===== src/design/ipv4rf_pkg.sv =====
// Package for the IPv4 receive filter.
// Holds the verdict codes, header constants and the captured-header struct.
// No dependencies.
package ipv4rf_pkg;

    // Byte counter saturation limit
    localparam logic [15:0] MAX_PACKET_BYTES = 16'd65535;
    // Byte index at which the captured fields stop updating
    localparam logic [15:0] LAST_TAKEN_INDEX = 16'hFFFF;
    localparam logic [15:0] MIN_HEADER_BYTES = 16'd20;
    localparam logic [15:0] CHECKSUM_GOOD    = 16'hFFFF;
    localparam logic [31:0] BROADCAST_ADDR   = 32'hFFFF_FFFF;
    localparam logic [7:0]  PROTO_TCP        = 8'd6;
    localparam logic [7:0]  PROTO_ICMP       = 8'd1;
    localparam logic [3:0]  IHL_MASK         = 4'hF;

    // Header byte positions
    localparam logic [15:0] IDX_VER_IHL   = 16'd0;
    localparam logic [15:0] IDX_TLEN_HI   = 16'd2;
    localparam logic [15:0] IDX_TLEN_LO   = 16'd3;
    localparam logic [15:0] IDX_PROTOCOL  = 16'd9;
    localparam logic [15:0] IDX_SRC_FIRST = 16'd12;
    localparam logic [15:0] IDX_SRC_LAST  = 16'd15;
    localparam logic [15:0] IDX_DST_FIRST = 16'd16;
    localparam logic [15:0] IDX_DST_LAST  = 16'd19;

    // Verdict codes
    localparam logic [2:0] VERDICT_TCP       = 3'd0;
    localparam logic [2:0] VERDICT_ICMP      = 3'd1;
    localparam logic [2:0] VERDICT_OTHER     = 3'd2;
    localparam logic [2:0] VERDICT_SHORT     = 3'd3;
    localparam logic [2:0] VERDICT_BAD_IHL   = 3'd4;
    localparam logic [2:0] VERDICT_BAD_TOTAL = 3'd5;
    localparam logic [2:0] VERDICT_BAD_SUM   = 3'd6;
    localparam logic [2:0] VERDICT_NOT_OURS  = 3'd7;

    // Header state as it stands after the current word
    typedef struct packed {
        logic [15:0] byte_count;
        logic [15:0] checksum;
        logic [5:0]  header_length;
        logic [15:0] total_length;
        logic [7:0]  protocol;
        logic [31:0] source_address;
        logic [31:0] destination_address;
    } hdr_view_t;

endpackage


===== src/design/ipv4rf_parser.sv =====
// Per-packet header capture and running one's-complement checksum.
// Depends on ipv4rf_pkg.
module ipv4rf_parser
    import ipv4rf_pkg::*;
(
    input  logic       clk,
    input  logic       rst_n,
    input  logic       step,        // one packet word is consumed this cycle
    input  logic [7:0] data_byte,
    input  logic       last_byte,
    output hdr_view_t  hdr_next     // state including the current word
);

    logic [15:0] count_reg;
    logic [15:0] sum_reg;
    logic [7:0]  high_reg;
    logic [5:0]  hlen_reg;
    logic [15:0] tlen_reg;
    logic [7:0]  proto_reg;
    logic [31:0] src_reg;
    logic [31:0] dst_reg;

    logic [15:0] count_next;
    logic [15:0] sum_next;
    logic [7:0]  high_next;
    logic [5:0]  hlen_next;
    logic [15:0] tlen_next;
    logic [7:0]  proto_next;
    logic [31:0] src_next;
    logic [31:0] dst_next;

    logic        take;
    logic [16:0] sum_wide;

    // Field capture and checksum accumulation for the current word
    always_comb
    begin
        take       = (count_reg != LAST_TAKEN_INDEX);
        hlen_next  = hlen_reg;
        tlen_next  = tlen_reg;
        proto_next = proto_reg;
        src_next   = src_reg;
        dst_next   = dst_reg;
        high_next  = high_reg;
        sum_next   = sum_reg;
        sum_wide   = {1'b0, sum_reg} + {1'b0, high_reg, data_byte};

        if (take)
        begin
            if (count_reg == IDX_VER_IHL)
            begin
                hlen_next = {data_byte[3:0] & IHL_MASK, 2'b00};
            end
            else if (count_reg == IDX_TLEN_HI)
            begin
                tlen_next = {data_byte, tlen_reg[7:0]};
            end
            else if (count_reg == IDX_TLEN_LO)
            begin
                tlen_next = {tlen_reg[15:8], data_byte};
            end
            else if (count_reg == IDX_PROTOCOL)
            begin
                proto_next = data_byte;
            end
            else if (count_reg >= IDX_SRC_FIRST && count_reg <= IDX_SRC_LAST)
            begin
                src_next = {src_reg[23:0], data_byte};
            end
            else if (count_reg >= IDX_DST_FIRST && count_reg <= IDX_DST_LAST)
            begin
                dst_next = {dst_reg[23:0], data_byte};
            end

            // Even index holds the high byte; odd index closes a header word.
            if (!count_reg[0])
            begin
                high_next = data_byte;
            end
            else if (count_reg < {10'd0, hlen_reg})
            begin
                sum_next = sum_wide[15:0] + {15'd0, sum_wide[16]};
            end
        end

        count_next = (count_reg < MAX_PACKET_BYTES) ? count_reg + 16'd1 : count_reg;
    end

    assign hdr_next = '{
        byte_count:          count_next,
        checksum:            sum_next,
        header_length:       hlen_next,
        total_length:        tlen_next,
        protocol:            proto_next,
        source_address:      src_next,
        destination_address: dst_next
    };

    // State registers, including the header-length used as the checksum limit
    always_ff @(posedge clk or negedge rst_n)
    begin
        if (!rst_n)
        begin
            count_reg <= '0;
            sum_reg   <= '0;
            high_reg  <= '0;
            hlen_reg  <= '0;
            tlen_reg  <= '0;
            proto_reg <= '0;
            src_reg   <= '0;
            dst_reg   <= '0;
        end
        else if (step)
        begin
            if (last_byte)
            begin
                count_reg <= '0;
                sum_reg   <= '0;
                high_reg  <= '0;
                hlen_reg  <= '0;
                tlen_reg  <= '0;
                proto_reg <= '0;
                src_reg   <= '0;
                dst_reg   <= '0;
            end
            else
            begin
                count_reg <= count_next;
                sum_reg   <= sum_next;
                high_reg  <= high_next;
                hlen_reg  <= hlen_next;
                tlen_reg  <= tlen_next;
                proto_reg <= proto_next;
                src_reg   <= src_next;
                dst_reg   <= dst_next;
            end
        end
    end

endmodule


===== src/design/ipv4_receive_filter_top.sv =====
// IPv4 receive filter: top level with input stage, verdict logic and result register.
// Depends on ipv4rf_pkg and ipv4rf_parser.
//
// The filter takes one packet byte per cycle on the s_ stream and gives one
// result word per packet on the m_ stream; m_tvalid rises as the packet's last
// byte leaves the input register. Throughput is one byte per clock, set by the
// combinational header update and verdict stage between the input register and
// the result register. Bytes keep flowing while a result waits to be taken; the
// input stalls only while the next packet's last byte sits in the input register
// and the previous result is still pending. local_address may be written on the
// cfg channel at any time the filter is idle; it is accepted every cycle.
module ipv4_receive_filter_top
    import ipv4rf_pkg::*;
(
    input  logic        clk,
    input  logic        rst_n,
    // Configuration: local IPv4 address
    input  logic        cfg_valid,
    output logic        cfg_ready,
    input  logic [31:0] cfg_data,
    // Packet byte stream
    input  logic        s_tvalid,
    output logic        s_tready,
    input  logic [7:0]  s_tdata,    // [7:0] data_byte
    input  logic        s_tlast,    // last_byte
    // Result stream
    output logic        m_tvalid,
    input  logic        m_tready,
    output logic [63:0] m_tdata,    // [7:0] protocol, [39:8] source_address,
                                    // [45:40] payload_offset, [61:46] payload_length
    output logic [2:0]  m_tuser     // [2:0] verdict
);

    logic [31:0] local_addr_reg;

    logic        in_valid_reg;
    logic [7:0]  in_byte_reg;
    logic        in_last_reg;

    logic        out_valid_reg;
    logic [2:0]  verdict_reg;
    logic [7:0]  protocol_reg;
    logic [31:0] source_reg;
    logic [5:0]  offset_reg;
    logic [15:0] plen_reg;

    logic        advance;
    hdr_view_t   hdr;
    logic [15:0] hlen_wide;
    logic [2:0]  verdict_next;
    logic [15:0] plen_next;

    // Configuration register
    assign cfg_ready = 1'b1;

    always_ff @(posedge clk or negedge rst_n)
    begin
        if (!rst_n)
        begin
            local_addr_reg <= '0;
        end
        else if (cfg_valid)
        begin
            local_addr_reg <= cfg_data;
        end
    end

    // A valid word advances unless it is last and a pending result is not taken
    assign advance  = in_valid_reg && (!in_last_reg || !out_valid_reg || m_tready);
    assign s_tready = !in_valid_reg || advance;

    // Input register
    always_ff @(posedge clk or negedge rst_n)
    begin
        if (!rst_n)
        begin
            in_valid_reg <= 1'b0;
        end
        else if (s_tready)
        begin
            in_valid_reg <= s_tvalid;
        end
    end

    always_ff @(posedge clk)
    begin
        if (s_tready && s_tvalid)
        begin
            in_byte_reg <= s_tdata;
            in_last_reg <= s_tlast;
        end
    end

    ipv4rf_parser u_parser (
        .clk       (clk),
        .rst_n     (rst_n),
        .step      (advance),
        .data_byte (in_byte_reg),
        .last_byte (in_last_reg),
        .hdr_next  (hdr)
    );

    // Packet checks in priority order
    assign hlen_wide = {10'd0, hdr.header_length};

    always_comb
    begin
        plen_next = '0;
        if (hdr.byte_count < MIN_HEADER_BYTES)
        begin
            verdict_next = VERDICT_SHORT;
        end
        else if (hlen_wide < MIN_HEADER_BYTES || hlen_wide > hdr.byte_count)
        begin
            verdict_next = VERDICT_BAD_IHL;
        end
        else if (hdr.total_length > hdr.byte_count || hdr.total_length < hlen_wide)
        begin
            verdict_next = VERDICT_BAD_TOTAL;
        end
        else if (hdr.checksum != CHECKSUM_GOOD)
        begin
            verdict_next = VERDICT_BAD_SUM;
        end
        else if (hdr.destination_address != local_addr_reg &&
                 hdr.destination_address != BROADCAST_ADDR)
        begin
            verdict_next = VERDICT_NOT_OURS;
        end
        else
        begin
            plen_next = hdr.total_length - hlen_wide;
            if (hdr.protocol == PROTO_TCP)
            begin
                verdict_next = VERDICT_TCP;
            end
            else if (hdr.protocol == PROTO_ICMP)
            begin
                verdict_next = VERDICT_ICMP;
            end
            else
            begin
                verdict_next = VERDICT_OTHER;
            end
        end
    end

    // Result register
    always_ff @(posedge clk or negedge rst_n)
    begin
        if (!rst_n)
        begin
            out_valid_reg <= 1'b0;
        end
        else if (advance && in_last_reg)
        begin
            out_valid_reg <= 1'b1;
        end
        else if (m_tready)
        begin
            out_valid_reg <= 1'b0;
        end
    end

    always_ff @(posedge clk)
    begin
        if (advance && in_last_reg)
        begin
            verdict_reg  <= verdict_next;
            protocol_reg <= hdr.protocol;
            source_reg   <= hdr.source_address;
            offset_reg   <= hdr.header_length;
            plen_reg     <= plen_next;
        end
    end

    assign m_tvalid = out_valid_reg;
    assign m_tuser  = verdict_reg;
    assign m_tdata  = {2'b00, plen_reg, offset_reg, source_reg, protocol_reg};

    // A failed check never reports a payload length.
    a_reject_no_length: assert property (@(posedge clk) disable iff (!rst_n)
        out_valid_reg && verdict_reg >= VERDICT_SHORT |-> plen_reg == 16'd0)
        else $error("rejected packet carries a payload length");

    // A delivered packet has a legal header length.
    a_deliver_offset: assert property (@(posedge clk) disable iff (!rst_n)
        out_valid_reg && verdict_reg < VERDICT_SHORT |-> offset_reg >= 6'd20)
        else $error("delivered packet with short header");

    // Loading a verdict always presents it next cycle.
    a_result_shown: assert property (@(posedge clk) disable iff (!rst_n)
        advance && in_last_reg |=> out_valid_reg)
        else $error("verdict lost");

    // A stalled word in the input register is kept until it is processed.
    a_input_held: assert property (@(posedge clk) disable iff (!rst_n)
        in_valid_reg && !advance |=> in_valid_reg && $stable(in_byte_reg)
                                     && $stable(in_last_reg))
        else $error("stalled input word overwritten");

    // A new last word cannot replace an untaken result.
    a_no_overwrite: assert property (@(posedge clk) disable iff (!rst_n)
        out_valid_reg && !m_tready |-> !(advance && in_last_reg))
        else $error("pending result overwritten");

endmodule


===== config.mk =====
export PLATFORM = sky130hd
export DESIGN_NAME = ipv4_receive_filter_top
export DESIGN_NICKNAME = d
export VERILOG_FILES = /design/src/design/ipv4rf_pkg.sv /design/src/design/ipv4rf_parser.sv /design/src/design/ipv4_receive_filter_top.sv
export SDC_FILE = /design/constraint.sdc
export NUM_CORES = 1
export LEC_CHECK = 0
export ABC_AREA = 1
export ABC_CLOCK_PERIOD_IN_PS = 7600
export BUFFER_PORTS_ARGS = -buffer_cell sky130_fd_sc_hd__buf_2
export CAP_MARGIN = 20
export CORE_MARGIN = 8
export CORE_UTILIZATION = 60
export DETAILED_ROUTE_END_ITERATION = 10
export PLACE_DENSITY_LB_ADDON = 0.08
export REMOVE_ABC_BUFFERS = 1
export SLEW_MARGIN = 0
export SYNTH_ARGS = -nofsm -noshare
export SYNTH_HDL_FRONTEND = slang
export SYNTH_SLANG_ARGS = --single-unit

===== constraint.sdc =====
create_clock -name clk -period 7.6 [get_ports clk]
set_input_delay 1.14 -clock clk [delete_from_list [all_inputs] [get_ports clk]]
set_output_delay 1.14 -clock clk [all_outputs]
set_load 0.03 [all_outputs]

==> results of run 1 <==
## area by class of cell
type,count,area share [%]
Tap cell,319,2.52
Clock inverter,13,0.938
Sequential cell,242,40.5
Inverter,327,7.73
Multi-Input combinational cell,1188,39.7
Clock buffer,35,4.57
Timing Repair Buffer,121,4.00
## cells in the mapped netlist (all sizes together) (3+ instances only)
master,n
buf,20
nor4,3
o22ai,85
dfrtp,168
nand2,528
a22o,18
clkbuf,41
o211ai,10
xor2,18
clkinv,7
ha,55
a31oi,3
nor2,91
o21ai,161
o21bai,4
nand3,79
a21oi,33
edfxtp,74
nor3,33
nand4,53
inv,320
## logic make-up after synthesis
logic type,Yosys count
AOI/OAI and AO/OA,317
xor gates and xnor gates,20
adders and majority gates,57
buffers and inverters,388
DFF,242
other,2
and+or+nand+nor,791
## worst reg2reg max path: cells and delay by family (launching register included)
family          cells  cell delay [ns]
compound gates      3             0.46
simple gates       18             2.33
fa+ha+maj           4             1.04
flops               1             0.47
buf+inv             3             0.25
## routing by layer
layer,up-vias,wire length [um],GRT usage [%]
li1,6111,-,-
met1,5625,16300,34.4
met2,472,16600,41.8
met3,88,3050,4.05
met4,0,1470,10.8
met5,-,0,0
## cells in the final DEF (no fill, tap or decap), types with 23 or more instances in the layout
master     count
nand2_1      515
o22ai_1       85
edfxtp_1      74
dfrtp_1      168
o21ai_0      120
inv_1        295
nor2_1        79
clkbuf_16     27
nand4_1       48
a21oi_1       33
inv_2         26
o21ai_1       23
buf_2        111
ha_1          55
nand3_1       75
## power by group through the flow
| stage | logic (mW) | registers (mW) | clock network [mW] |
|---|---|---|---|
| 3_3_place_gp | 1.31 | 1.53 | 0 |
| 2_1_floorplan | 0.933 | 1.55 | 0 |
| 4_1_cts | 1.33 | 1.50 | 1.32 |
| 6_report | 1.34 | 1.51 | 1.31 |
| 3_5_place_dp | 1.32 | 1.53 | 0 |
| 5_1_grt | 1.51 | 1.52 | 1.37 |
## per-stage QoR
step	instance area [sq um]	hold slack (ns)	std cells
after floorplan	13900	0.453	1757
after global placement	15000	0.466	2197
after detailed placement	15000	0.475	2197
after CTS	15900	0.490	2245
after global routing	15900	0.523	2245
final	15900	0.485	2245
## final timing paths
| kind | cells after the start | end | slack, ns | from |
|---|---|---|---|---|
| setup / recovery | 28 | plen_reg[5] | 2.87 | in_byte_reg[0] |
| hold reg to reg | 2 | u_parser.dst_reg[29] | 0.48 | u_parser.dst_reg[29] |
| hold / removal | 2 | u_parser.dst_reg[29] | 0.48 | u_parser.dst_reg[29] |
| min in group asynchronous | 1 | u_parser.src_reg[17] | 0.57 | rst_n |
| setup reg to reg | 28 | plen_reg[5] | 2.87 | in_byte_reg[0] |
| max in group asynchronous | 2 | u_parser.dst_reg[15] | 5.86 | rst_n |
==> qor.txt, run 1 <==
P_leak - 8.06 nW
Setup TNS - 0 ns
ANT cells - 0
Synth warn - 0
Final worst path period share - 62.3%
Largest net degree at the start of global routing - 84
Multi-input logic area - 6310 sq um
Clock-pin slew on the worst setup and hold paths - 0.06 ns
Post-synthesis sequential area ratio - 45.2%
Number of global-route vias before repair - 12.0k
Die H - 170 um
First-pass GRT wire length - 60700 um
Final Power - 4.15 mW
Postcts setup bufs - 0
Internal power - 2.63 mW
Fill count - 2042
Routed len/inst - 16.7 um
Cell Rows - 56
Main synth FF type - dfrtp_1
Synth area leader - dfrtp_1
Clock Tree Buf Depth - 3
Seq pwr share - 36.3%
GP Congestion - 0.955
Skew-Pair Late Insertion Delay - 0.54 ns
Max Slew Vio Count - 0
Grt ovf - 0
Clock sink count - 242
Layout cell share with drive strength beyond 1 - 13.1%
Adder-Cell Fraction of Synth Area - 5.12%
Tmin final - 4.73 ns
Max Cap Viol - 0
Clk pwr share - 31.4%
Most used cell, CP - nand2_1
CTS Buf Count - 26
Main combinational cell family by area after synthesis - simple AND/OR/NAND/NOR gates
Power per cell area - 262 nW/um^2
Crit-path max cell delay - 0.47 ns
H-tree levels - 1
Seq cells post-synth - 242
Xor-xnor portion of the synthesized cell area - 1.23%
Slowest stage cell, crit path - edfxtp_1
Synth Area in Compound Gates - 13.2%
Syn Inst Count - 1817
Asr flop ratio synth - 69.4%
Via density - 5.48
Mean Syn Cell Area - 7.83 sq um
Synth area leaders - dfrtp_1 (30%), edfxtp_1 (16%), nand2_1 (14%)
Core area - 23400 sq um
Worst clock skew - 0.0134 ns
CTS Hold Bufs - 0
I/O Buffers - 112
Cell variety after synth - 45
Power share of the combinational group - 32.3%
Vias - 12.3k
FMAX - 211 MHz
Run status - finished clean
Final WS setup - 2.87 ns
FF+latch area - 6430 sq um
P_sw - 1.52 mW
Tot GR Track Use - 25.9%
Slew @ Worst Pin - 1.10 ns
Netlist Area Pre-Place - 14200 sq um
Fin. Hold Viols - 0
CP delay by family, top - simple AND/OR/NAND/NOR gates
DR DRC count - 0
Kind of critical path - reg -> reg
Switching part of the total - 36.5%
Post-Route WL - 37400 um
Post-synthesis mux area share - 0%
Worst path bufs/invs - 3
HPWL after detailed placement - 26800 um
Drt pass-1 iters - 5
Area grow syn2layout - 11.5%
Top Ports - 116
Crit Path Max Fanout - 17
Die W - 170 um
Synth Area in Simple Gates - 24.6%
Pre-CTS WS - 2.95 ns
Die area - 28900 sq um
Nets - 2009
CTS tree - built
Unrepaired setup endpoints after global routing - no
CP endpoint kind - register
Final Core Density - 67.8%
Post-CTS Resized - 0
Post-synth EDFFs - 74
Setup violators final - 0
Initial drt markers - 1182
Critical Path RT - 7.96 ns
Starting Density - 60.8%
Initial antenna violation count - 0
Worst vdd ir - 212 uV
Top-area cell type share of the netlist area - 29.5%
CTS Root Buffer Type - clkbuf_16
Worst Path Arrival - 5.09 ns
Hold Crit Class - reg -> reg
Crit path launch type - register
Post-DRT Antenna Nets - 0
Max-slew headroom - 26.9%
Power figures use the tool's default switching activity.
==> run 2: changes to the inputs <==
--- a/config.mk
+++ b/config.mk
@@ -6,7 +6,7 @@
 export NUM_CORES = 1
 export LEC_CHECK = 0
 export ABC_AREA = 1
-export ABC_CLOCK_PERIOD_IN_PS = 7600
+export ABC_CLOCK_PERIOD_IN_PS = 4400
 export BUFFER_PORTS_ARGS = -buffer_cell sky130_fd_sc_hd__buf_2
 export CAP_MARGIN = 20
 export CORE_MARGIN = 8
==> constraint.sdc (replaced) <==
create_clock -name clk -period 4.4 [get_ports clk]
set_input_delay 0.66 -clock clk [delete_from_list [all_inputs] [get_ports clk]]
set_output_delay 0.66 -clock clk [all_outputs]
set_load 0.03 [all_outputs]
==> qor.txt, run 2 (synthesis results as in run 1) <==
Run status - finished clean
Clock sink count - 242 (unchanged)
Core area - 23400 sq um (unchanged)
Layout cell share with drive strength beyond 1 - 15.8% (+2.7 points)
Die H - 170 um (unchanged)
FMAX - 244 MHz (+15%)
H-tree levels - 1 (unchanged)
Power per cell area - 453 nW/um^2 (+73%)
Worst vdd ir - 297 uV (+40%)
Crit-path max cell delay - 0.41 ns (-0.06 ns)
Final Core Density - 69.5% (+1.7 points)
CTS Buf Count - 27 (+3.8%)
Setup violators final - 0 (unchanged)
CTS Root Buffer Type - clkbuf_16
Hold Crit Class - in -> async
Kind of critical path - reg -> reg
Crit Path Max Fanout - 17 (unchanged)
CP endpoint kind - register
CTS Hold Bufs - 0 (unchanged)
Worst path bufs/invs - 5 (+2)
Area grow syn2layout - 14.3%
Post-Place Cells - 2222 (+1.1%)
Critical Path RT - 4.69 ns (-3.27 ns)
HPWL after detailed placement - 26700 um (-0.43%)
Top Ports - 116 (unchanged)
Largest net degree at the start of global routing - 83 (-1.2%)
Tmin final - 4.10 ns (-0.629 ns)
Worst Path Arrival - 4.40 ns (-0.69 ns)
I/O Buffers - 112 (unchanged)
CTS tree - built
Post-Route WL - 37600 um (+0.42%)
Clock-pin slew on the worst setup and hold paths - 0.06 ns (about the same)
ANT cells - 0 (unchanged)
Max Cap Viol - 0 (unchanged)
Initial antenna violation count - 0 (unchanged)
GP Congestion - 0.975 (+2.2%)
Fin. Hold Viols - 0 (unchanged)
Cell Rows - 56 (unchanged)
Final non-filler cell total - 2276 (+1.4%)
Slowest stage cell, crit path - dfrtp_1
Crit path launch type - register
Post-DRT Antenna Nets - 0 (unchanged)
Worst clock skew - 0.0233 ns (+0.00988 ns)
Final worst path period share - 93.3% (+31 points)
Vias - 12.5k (+1.7%)
Skew-Pair Late Insertion Delay - 0.55 ns (about the same)
DR DRC count - 0 (unchanged)
Starting Density - 60.8% (unchanged)
Most used cell, CP - nand2_1
CP delay by family, top - simple AND/OR/NAND/NOR gates
Via density - 5.49 (+0.27%)
Die area - 28900 sq um (unchanged)
Commonest non-fill, non-tap cell in the layout - nand2_1
Nets - 2039 (+1.5%)
Max Slew Vio Count - 0 (unchanged)
Clock Tree Buf Depth - 3 (unchanged)
Grt ovf - 0 (unchanged)
Number of global-route vias before repair - 12.2k (+1.6%)
Max-slew headroom - 29.2% (+2.2 points)
Routed len/inst - 16.5 um (-0.95%)
Slew @ Worst Pin - 1.06 ns (-0.0337 ns)
First-pass GRT wire length - 61400 um (+1.1%)
Drt pass-1 iters - 5 (unchanged)
Die W - 170 um (unchanged)
Initial drt markers - 1012 (-14%)
Tot GR Track Use - 26.1% (+0.23 points)
P_leak - 8.23 nW (+2.1%)
Commonest cells after routing, fill and taps aside - nand2_1 (514), inv_1 (294), dfrtp_1 (167)
[run 2: changes by cell type in the layout (fill, tap and decap cells not counted), moves of 3 or more]
cell / before / now
buf_12: 0 / 3
nor3_2: 10 / 14
clkinv_2: 5 / 8
nand3_2: 4 / 7
nand3_1: 75 / 72
nor3_1: 22 / 18
ha_1: 55 / 52
nor2_1: 79 / 75
clkbuf_1: 6 / 1
buf_4: 9 / 35
[run 2: repair_timing]
action | 4_1_cts | 5_1_grt
resized for setup | 0 | 23
buffers inserted | 0 | 4
setup endpoints to repair | 0 | 19
[run 2: worst paths after layout]
path	start	endpoint	slack, ns	depth (start not counted)
worst min register to register	u_parser.dst_reg[29]	u_parser.dst_reg[29]	0.49	2
worst min-delay path	rst_n	u_parser.tlen_reg[9]	0.17	1
max in group asynchronous	rst_n	u_parser.hlen_reg[0]	3.22	2
min in group clk	s_tdata[6]	in_byte_reg[6]	0.28	1
worst max register to register	u_parser.sum_reg[0]	m_tuser[2]	0.30	30
worst max-delay path	u_parser.sum_reg[0]	m_tuser[2]	0.30	30
[run 2: power by group]
part,total (mW),internal (mW),switching (mW),leakage [nW]
logic,2.43,0.793,1.63,4.81
registers,2.60,2.49,0.108,2.96
clock network,2.34,1.38,0.956,0.454
[run 2: layer usage]
metal | vias to the layer above | track usage, % | share of wire (%) | wire (um)
li1 | 6179 | - | - | -
met1 | 5842 | 35.8 | 44 | 16600
met2 | 418 | 43.0 | 47 | 17500
met3 | 61 | 3.57 | 6.9 | 2610
met4 | 0 | 7.32 | 2.2 | 837
met5 | - | 0 | 0 | 0
[run 2: worst register-to-register path: cells and delay by family (launching register included)]
kind | cells | cell delay, ns
adders and majority gates | 4 | 0.87
DFF | 1 | 0.41
and+or+nand+nor | 19 | 1.97
AOI/OAI and AO/OA | 2 | 0.21
buffers and inverters | 5 | 0.40
[run 2: final cells by class]
type	instances	area (sq um)
Fill cell	2015	7140
Inverter	327	1230
Multi-Input combinational cell	1188	6390
Tap cell	319	399
Clock inverter	21	226
Clock buffer	29	693
Timing Repair Buffer	150	890
Sequential cell	242	6430
[run 2: metrics by stage]
step | power, mW | worst slack [ns] | hold slack (ns) | TNS (ns) | instance area (sq um)
detailed placement | 4.98 | 0.0654 | 0.477 | 0 | 15200
global route | 7.80 | -0.0674 | 0.232 | -0.358 | 16300
finish | 7.36 | 0.296 | 0.170 | 0 | 16300
floorplan | 4.29 | -4.33 | 0.364 | -605.15 | 13900
CTS | 7.31 | 0.0258 | 0.203 | 0 | 16100
global placement | 4.91 | 0.229 | 0.466 | 0 | 15200
==> run 3: changes to the inputs <==
--- a/config.mk
+++ b/config.mk
@@ -13,6 +13,7 @@
 export CORE_UTILIZATION = 60
 export DETAILED_ROUTE_END_ITERATION = 10
 export PLACE_DENSITY_LB_ADDON = 0.08
+export RECOVER_POWER = 25
 export REMOVE_ABC_BUFFERS = 1
 export SLEW_MARGIN = 0
 export SYNTH_ARGS = -nofsm -noshare
==> qor.txt, run 3 (synthesis results as in run 1) <==
Slew @ Worst Pin - 2.13 ns (+1.06 ns)
Area grow syn2layout - 14.0%
Kind of critical path - reg -> reg
Commonest non-fill, non-tap cell in the layout - nand2_1
Grt ovf - 0 (unchanged)
Nets - 2039 (unchanged)
Initial drt markers - 1105 (+9.2%)
Crit path launch type - register
CTS Root Buffer Type - clkbuf_16
Vias - 12.6k (+0.53%)
GP Congestion - 0.975 (unchanged)
FMAX - 243 MHz (-0.22%)
Post-Route WL - 37500 um (-0.35%)
Clock-pin slew on the worst setup and hold paths - 0.07 ns (about the same)
Tot GR Track Use - 26.1% (unchanged)
Initial antenna violation count - 0 (unchanged)
First-pass GRT wire length - 61400 um (unchanged)
Final worst path period share - 93.5% (+0.21 points)
Clock Tree Buf Depth - 3 (unchanged)
Failing checks - max-capacitance violations, max-slew violations
Commonest cells after routing, fill and taps aside - nand2_1 (514), inv_1 (294), dfrtp_1 (167)
CTS Buf Count - 27 (unchanged)
Setup TNS - 0 ns (unchanged)
Fin. Hold Viols - 0 (unchanged)
Power per cell area - 453 nW/um^2 (about the same)
Worst vdd ir - 295 uV (-0.63%)
Drt pass-1 iters - 5 (unchanged)
Crit-path max cell delay - 0.41 ns (about the same)
Largest net degree at the start of global routing - 83 (unchanged)
Number of global-route vias before repair - 12.2k (unchanged)
Tmin final - 4.11 ns (+0.00923 ns)
Final WS setup - 0.287 ns (-0.00923 ns)
Worst Path Arrival - 4.40 ns (about the same)
Setup violators final - 0 (unchanged)
Die W - 170 um (unchanged)
ANT cells - 0 (unchanged)
Starting Density - 60.8% (unchanged)
Hold Crit Class - in -> reg
Max Slew Vio Count - 110 (+110)
Worst clock skew - 0.0224 ns (-0.000957 ns)
Run status - finished, violations left
CTS Hold Bufs - 0 (unchanged)
Via density - 5.52 (+0.53%)
P_leak - 8.20 nW (-0.30%)
Crit Path Max Fanout - 17 (unchanged)
Clock sink count - 242 (unchanged)
CP endpoint kind - register
Top Ports - 116 (unchanged)
Critical Path RT - 4.69 ns (about the same)
Skew-Pair Late Insertion Delay - 0.55 ns (about the same)
HPWL after detailed placement - 26700 um (unchanged)
CTS tree - built
H-tree levels - 1 (unchanged)
Pre-CTS WS - 0.0654 ns (unchanged)
Most used cell, CP - nand2_1
Routed len/inst - 16.5 um (-0.35%)
Layout cell share with drive strength beyond 1 - 15.4% (-0.41 points)
Max Cap Viol - 2 (+2)
Die H - 170 um (unchanged)
FF-to-FF setup slack - 0.29 ns (about the same)
I/O Buffers - 112 (unchanged)
Cell Rows - 56 (unchanged)
Post-DRT Antenna Nets - 0 (unchanged)
Die area - 28900 sq um (unchanged)
DR DRC count - 0 (unchanged)
Core area - 23400 sq um (unchanged)
Slowest stage cell, crit path - dfrtp_1
Final Core Density - 69.3% (-0.15 points)
Max-slew headroom - -41.8% (-71 points)
run 3: cell count changes in the layout (fill, tap and decap cells not counted):
cell,previous run,this run
clkbuf_1,1,8
buf_4,35,33
a31oi_4,1,0
a31oi_1,1,2
buf_6,1,0
clkbuf_2,0,1
buf_2,111,106
run 3: repair_timing:
| item | 4_1_cts | 5_1_grt |
|---|---|---|
| buffers inserted | 0 | 4 |
| setup endpoints to repair | 0 | 19 |
| gates resized for setup | 0 | 23 |
run 3: final cells by class:
cell class | instances | area [sq um]
Inverter | 327 | 1230
Timing Repair Buffer | 150 | 870
Tap cell | 319 | 399
Sequential cell | 242 | 6430
Fill cell | 2021 | 7180
Clock buffer | 29 | 693
Multi-Input combinational cell | 1188 | 6380
Clock inverter | 21 | 226
run 3: per-layer routing:
metal | part of all wire (%) | GRT usage [%]
met5 | 0 | 0
met4 | 2.2 | 7.32
met3 | 7.5 | 3.57
met2 | 47 | 43.0
met1 | 44 | 35.8
run 3: final timing paths:
path,startpoint,to,cells after the start
worst max-delay path,u_parser.sum_reg[0],m_tuser[2],30
worst min-delay path,s_tdata[6],in_byte_reg[6],1
worst max register to register,u_parser.sum_reg[0],m_tuser[2],30
worst min register to register,u_parser.dst_reg[24],u_parser.dst_reg[24],2
max in group asynchronous,rst_n,u_parser.proto_reg[5],2
min in group asynchronous,rst_n,u_parser.tlen_reg[9],1
run 3: worst max-delay path: cells and delay by family, from the launching register on:
kind                       cells  cell delay (ns)
and+or+nand+nor               19             1.96
DFF                            1             0.41
buffers and inverters          5             0.39
adders and majority gates      4             0.87
AOI/OAI and AO/OA              2             0.22
run 3: report_power, final:
part           total, mW  switching (mW)  internal (mW)
combinational       2.42            1.63          0.789
sequential          2.60           0.107           2.49
clock               2.33           0.953           1.38
run 3: metrics by stage:
| stage | hold WS (ns) | area (sq um) | power [mW] | instances |
|---|---|---|---|---|
| after floorplan | 0.364 | 13900 | 4.29 | 1757 |
| after global placement | 0.466 | 15200 | 4.91 | 2222 |
| after detailed placement | 0.477 | 15200 | 4.98 | 2222 |
| after CTS | 0.203 | 16100 | 7.31 | 2272 |
| after global routing | 0.273 | 16200 | 7.79 | 2276 |
| final | 0.284 | 16200 | 7.35 | 2276 |
